[src/rtl/core/tcw_pkg.sv]
// tcw_pkg: shared types and constants of the text console writer.
// Operation and control codes, cell constants, controller states and the
// command/status structs between tcw_ctrl and tcw_datapath. No dependencies.
package tcw_pkg;

   localparam int CELL_W      = 16;
   localparam int CHAR_W      = 8;
   localparam int COLOR_W     = 4;
   localparam int ROW_FIELD_W = 5;
   localparam int COL_FIELD_W = 7;
   localparam int CSR_INDEX_W = 2;
   localparam int TAB_STEP    = 4;

   typedef enum logic [1:0] {
      OP_PUT   = 2'd0,
      OP_READ  = 2'd1,
      OP_SET   = 2'd2,
      OP_CLEAR = 2'd3
   } op_type;

   localparam logic [CHAR_W-1:0] CH_BS      = 8'd8;
   localparam logic [CHAR_W-1:0] CH_TAB     = 8'd9;
   localparam logic [CHAR_W-1:0] CH_NL      = 8'd10;
   localparam logic [CHAR_W-1:0] CH_CR      = 8'd13;
   localparam logic [CHAR_W-1:0] SPACE_CHAR = 8'h20;

   localparam logic [CELL_W-1:0] CELL_RESET = 16'h0720;
   localparam logic [CELL_W-1:0] CELL_BLANK = 16'h0020;

   localparam logic [CSR_INDEX_W-1:0] CSR_FOREGROUND = 2'd0;
   localparam logic [CSR_INDEX_W-1:0] CSR_BACKGROUND = 2'd1;

   typedef enum logic [2:0] {
      ST_INIT,
      ST_IDLE,
      ST_CALC,
      ST_PUT,
      ST_READ,
      ST_SCROLL,
      ST_CLEAR,
      ST_RESP
   } state_type;

   typedef enum logic [1:0] {
      SW_NONE,
      SW_INIT,
      SW_CLEAR,
      SW_SCROLL
   } sweep_type;

   typedef struct packed {
      logic      load_item;
      logic      calc;
      logic      put_commit;
      logic      read_issue;
      sweep_type sweep;
      logic      load_rsp;
   } cmd_type;

   typedef struct packed {
      op_type op;
      logic   scroll;
      logic   sweep_done;
   } stat_type;

endpackage

[src/rtl/core/tcw_ctrl.sv]
// tcw_ctrl: sequencing state machine of the text console writer.
// Drives the datapath commands and owns the result valid flag.
// Depends on tcw_pkg.
module tcw_ctrl
   import tcw_pkg::*;
(
   input  logic     clock,
   input  logic     reset,
   input  logic     req_tvalid,
   output logic     req_tready,
   output logic     rsp_tvalid,
   input  logic     rsp_tready,
   input  stat_type stat,
   output cmd_type  cmd
);

   state_type state_ff, state_in;
   logic      rsp_valid_ff, rsp_valid_in;
   logic      rsp_free;

   assign rsp_free   = !rsp_valid_ff || rsp_tready;
   assign rsp_tvalid = rsp_valid_ff;

   always_comb begin
      state_in = state_ff;
      unique case (state_ff)
         ST_INIT:   if (stat.sweep_done) state_in = ST_IDLE;
         ST_IDLE:   if (req_tvalid) state_in = ST_CALC;
         ST_CALC: begin
            unique case (stat.op)
               OP_PUT:   state_in = ST_PUT;
               OP_READ:  state_in = ST_READ;
               OP_SET:   state_in = ST_RESP;
               OP_CLEAR: state_in = ST_CLEAR;
               default:  state_in = ST_RESP;
            endcase
         end
         ST_PUT:    state_in = stat.scroll ? ST_SCROLL : ST_RESP;
         ST_READ:   state_in = ST_RESP;
         ST_SCROLL: if (stat.sweep_done) state_in = ST_RESP;
         ST_CLEAR:  if (stat.sweep_done) state_in = ST_RESP;
         ST_RESP:   if (rsp_free) state_in = ST_IDLE;
         default:   state_in = ST_INIT;
      endcase
   end

   always_comb begin
      cmd        = '0;
      cmd.sweep  = SW_NONE;
      req_tready = 1'b0;
      unique case (state_ff)
         ST_INIT:   cmd.sweep = SW_INIT;
         ST_IDLE: begin
            req_tready    = 1'b1;
            cmd.load_item = req_tvalid;
         end
         ST_CALC:   cmd.calc = 1'b1;
         ST_PUT:    cmd.put_commit = 1'b1;
         ST_READ:   cmd.read_issue = 1'b1;
         ST_SCROLL: cmd.sweep = SW_SCROLL;
         ST_CLEAR:  cmd.sweep = SW_CLEAR;
         ST_RESP:   cmd.load_rsp = rsp_free;
         default:   cmd.sweep = SW_NONE;
      endcase
   end

   assign rsp_valid_in = cmd.load_rsp || (rsp_valid_ff && !rsp_tready);

   always_ff @(posedge clock) begin
      if (reset) begin
         state_ff     <= ST_INIT;
         rsp_valid_ff <= 1'b0;
      end else begin
         state_ff     <= state_in;
         rsp_valid_ff <= rsp_valid_in;
      end
   end

endmodule

[config.mk]
export PLATFORM = sky130hd
export DESIGN_NAME = tcw_ctrl
export DESIGN_NICKNAME = d
export VERILOG_FILES = /design/src/rtl/core/tcw_pkg.sv /design/src/rtl/core/tcw_ctrl.sv
export SDC_FILE = /design/constraint.sdc
export NUM_CORES = 1
export LEC_CHECK = 0
export BUFFER_PORTS_ARGS = -buffer_cell sky130_fd_sc_hd__buf_4
export CAP_MARGIN = 30
export CORE_AREA = 2 2 39 41
export CTS_BUF_LIST = sky130_fd_sc_hd__clkbuf_8 sky130_fd_sc_hd__clkbuf_16
export DETAILED_ROUTE_END_ITERATION = 10
export DIE_AREA = 0 0 41 43
export MAX_ROUTING_LAYER = met4
export PLACE_DENSITY = 0.52
export SLEW_MARGIN = 5
export SYNTH_ARGS = -nofsm -noshare
export SYNTH_HDL_FRONTEND = slang
export SYNTH_SLANG_ARGS = --single-unit
[constraint.sdc]
create_clock -name clock -period 1.8 [get_ports clock]
set_input_delay 0.18 -clock clock [delete_from_list [all_inputs] [get_ports clock]]
set_output_delay 0.18 -clock clock [all_outputs]
set_load 0.03 [all_outputs]
==> results_dict.tcl <==
set metrics [dict create \
    layout_min_cycle_time_ps 1550 \
    synth_sequential_area_ratio_pct 22.9 \
    min-delay-start "reset" \
    syn_area_per_cell_um2 7.62 \
    cts_tree "done" \
    maxCapViolations 0 \
    placeableCoreArea_um2 1380 \
    cts.reportedPaths.clkPinSlew_ps 30 \
    worst_slew_pin_slew_ps 320 \
    fin_setup_tns_ps 0 \
    average_detailed_routed_wire_length_per_instance_um 10.5 \
    final-hold-violation-count 0 \
    dp_cells 77 \
    layout_common_cells "sky130_fd_sc_hd__buf_4 (19), sky130_fd_sc_hd__nor2_1 (6), sky130_fd_sc_hd__nor2b_1 (4), sky130_fd_sc_hd__dfxtp_1 (4)" \
    dp.final_hpwl_um 649 \
    ir_drop_uv 587 \
    report.final.setup_viol 0 \
    holdBufCountCts 0 \
    critical_path.reg2reg.startpoint "state_ff[2]$_SDFFE_PP0P_" \
    fp.dieArea_um2 1760 \
    firstDrtPassIters 4 \
    drive_above_1_share_pct 40.6 \
    pin_count_of_the_biggest_net_entering_global_routing 11 \
    pin_count 17 \
    cts_htree_levels 1 \
    async_flop_share_pct 0 \
    place_area_um2 495 \
    rows 14 \
    crit_start "state_ff[2]$_SDFFE_PP0P_" \
    initial_utilization_pct 25.3 \
    worst_hold_end "rsp_tvalid$_SDFF_PP0_" \
    detail_route.drc_violations 0 \
    synth_seq_cells 4 \
    crit-reg2reg-capture "state_ff[1]$_SDFFE_PP0P_" \
    finalNonFillerCells 80 \
    place.gp.congestion 0.770 \
    rsz0062_at_grt "false" \
    p_leak_nw 0.245 \
    timing.slew.headroom_pct 78.6 \
    ys.warnings.count 0 \
    run_status "completed" \
    worst_hold_path_type "in -> reg" \
    layout_commonest_cell "sky130_fd_sc_hd__buf_4" \
    grt_usage_pct 12.0 \
    cts_resized 0 \
    n_antenna_cell 0 \
    postSynthNetCount 54 \
    via_count_of_the_first_global_routing_pass 356 \
    antenna_found_initial 0 \
    buffer_ports.inserted 16 \
    grt-ovfl-total 0 \
    dr.first_iter.drc_count 4 \
    holdPathStages 2 \
    startpoint_type "flop" \
    total_clock_buffers_created_by_cts 3 \
    area_growth_pct 53.2 \
    filler_cell_count 137 \
    crit_fanout 10 \
    grt_pass1_wl_um 1440 \
    ant_nets 0 \
    timing.clock.skew_ps 0.904 \
    vias 374 \
    post_cts_buffers 0 \
    fin_crit_sh_pct 85.9 \
    dominantRegCellSynth "sky130_fd_sc_hd__dfxtp_1" \
    clk-insertion-delay-late_ps 210 \
    detail_route.vias_per_cell 4.68 \
    ctsLongestPathBuffers 2 \
    die_w_um 41 \
    worstPathRequired_ps 1900 \
    postLayoutCellArea_um2 537 \
    path_class "reg -> reg" \
    r2r.worst_path.cells 3 \
    hold-worst-slack_ps 168 \
    number_of_nets_at_the_end_of_the_flow 74 \
    setup.reg_to_reg.worst_slack_ps 250 \
    synthCells 46 \
    max_slew_vio_count 0 \
    mappedNetlistArea_um2 350 \
    power.density_cell_area_nw_per_um2 1920 \
    yosys.cell_types.count 23 \
    clock_tree.root_cell "sky130_fd_sc_hd__clkbuf_8" \
    synth_enable_flop_cells 0 \
    die_height_um 43 \
    routed_wirelength_um 838 \
    crit_arrival_ps 1640 \
    max_freq_mhz 647 \
    clock_sinks 4 \
    critical_path.endpoint_type "flop" \
]
-- final cells by class --
class / count / area, um^2 / area share, %
sequential: 4 / 80.1 / 14.9
tap: 16 / 20.0 / 3.73
multi-input combinational: 38 / 253 / 47.1
timing repair buffer: 19 / 143 / 26.6
clock buffer: 3 / 41.3 / 7.69
-- registers in the layout, summed over array words and instances (netlist names) --
register	cells
rsp_tvalid	1
state_ff	3
-- worst max-delay path, stage by stage, from the launching register on --
cell	delay, ps
sky130_fd_sc_hd__dfxtp_1	380
sky130_fd_sc_hd__or4_4	560
sky130_fd_sc_hd__and3_4	200
sky130_fd_sc_hd__mux2_4	280
-- cells by family (layout without fill, tap and decap cells) --
group                  Yosys count  after routing  synth area share [%]
AO/OA/AOI/OAI                    8              8                  15.0
buffers and inverters            4             22                  6.43
XOR/XNOR                         2              2                  5.00
multiplexers                     1              1                  4.28
flip-flops                       4              4                  22.9
AND/OR/NAND/NOR                 27             27                  46.4
-- metrics by stage --
step	worst slack [ps]	total power, W	utilization (%)
2_1_floorplan	52.3	0.000664	-
4_1_cts	249	0.00104	38.8
5_1_grt	154	0.00112	38.8
6_report	254	0.00103	38.8
3_3_place_gp	259	0.000853	35.8
3_5_place_dp	254	0.000849	35.8
-- power by group --
| group | total (W) | switching (W) | internal (W) | leakage, nW |
|---|---|---|---|---|
| registers | 0.000195 | 0.0000722 | 0.000123 | 0.0330 |
| clock network | 0.000183 | 0.0000405 | 0.000142 | 0.0216 |
| logic | 0.000651 | 0.000346 | 0.000305 | 0.190 |
| total | 0.00103 | 0.000459 | 0.000570 | 0.245 |
-- routing by layer --
metal / share of wire (%) / vias up / global-route usage (%)
met4: 0 / 0 / 6.00
met5: 0 / - / -
met1: 51 / 167 / 16.6
li1: - / 199 / -
met2: 45 / 8 / 15.6
met3: 4.3 / 0 / 3.14
-- cells in the mapped netlist (2+ instances only) --
cell type / number / area [um^2]
sky130_fd_sc_hd__nor2b_1: 4 / 25.0
sky130_fd_sc_hd__xor2_1: 2 / 17.5
sky130_fd_sc_hd__dfxtp_1: 4 / 80.1
sky130_fd_sc_hd__nor3b_1: 3 / 22.5
sky130_fd_sc_hd__nand2_1: 2 / 7.51
sky130_fd_sc_hd__and2_1: 2 / 12.5
sky130_fd_sc_hd__a21oi_1: 3 / 15.0
sky130_fd_sc_hd__nor2_1: 6 / 22.5
sky130_fd_sc_hd__a211oi_1: 2 / 15.0
sky130_fd_sc_hd__nand2b_1: 2 / 12.5
sky130_fd_sc_hd__clkbuf_1: 2 / 7.51
sky130_fd_sc_hd__nor3_1: 3 / 15.0
-- worst max path at each step --
stage	end
finish	state_ff[1]$_SDFFE_PP0P_
global route	cmd[5]
CTS	state_ff[1]$_SDFFE_PP0P_
detailed placement	state_ff[1]$_SDFFE_PP0P_
global placement	state_ff[1]$_SDFFE_PP0P_
floorplan	state_ff[0]$_SDFFE_PP0P_
Power figures use the tool's default switching activity.
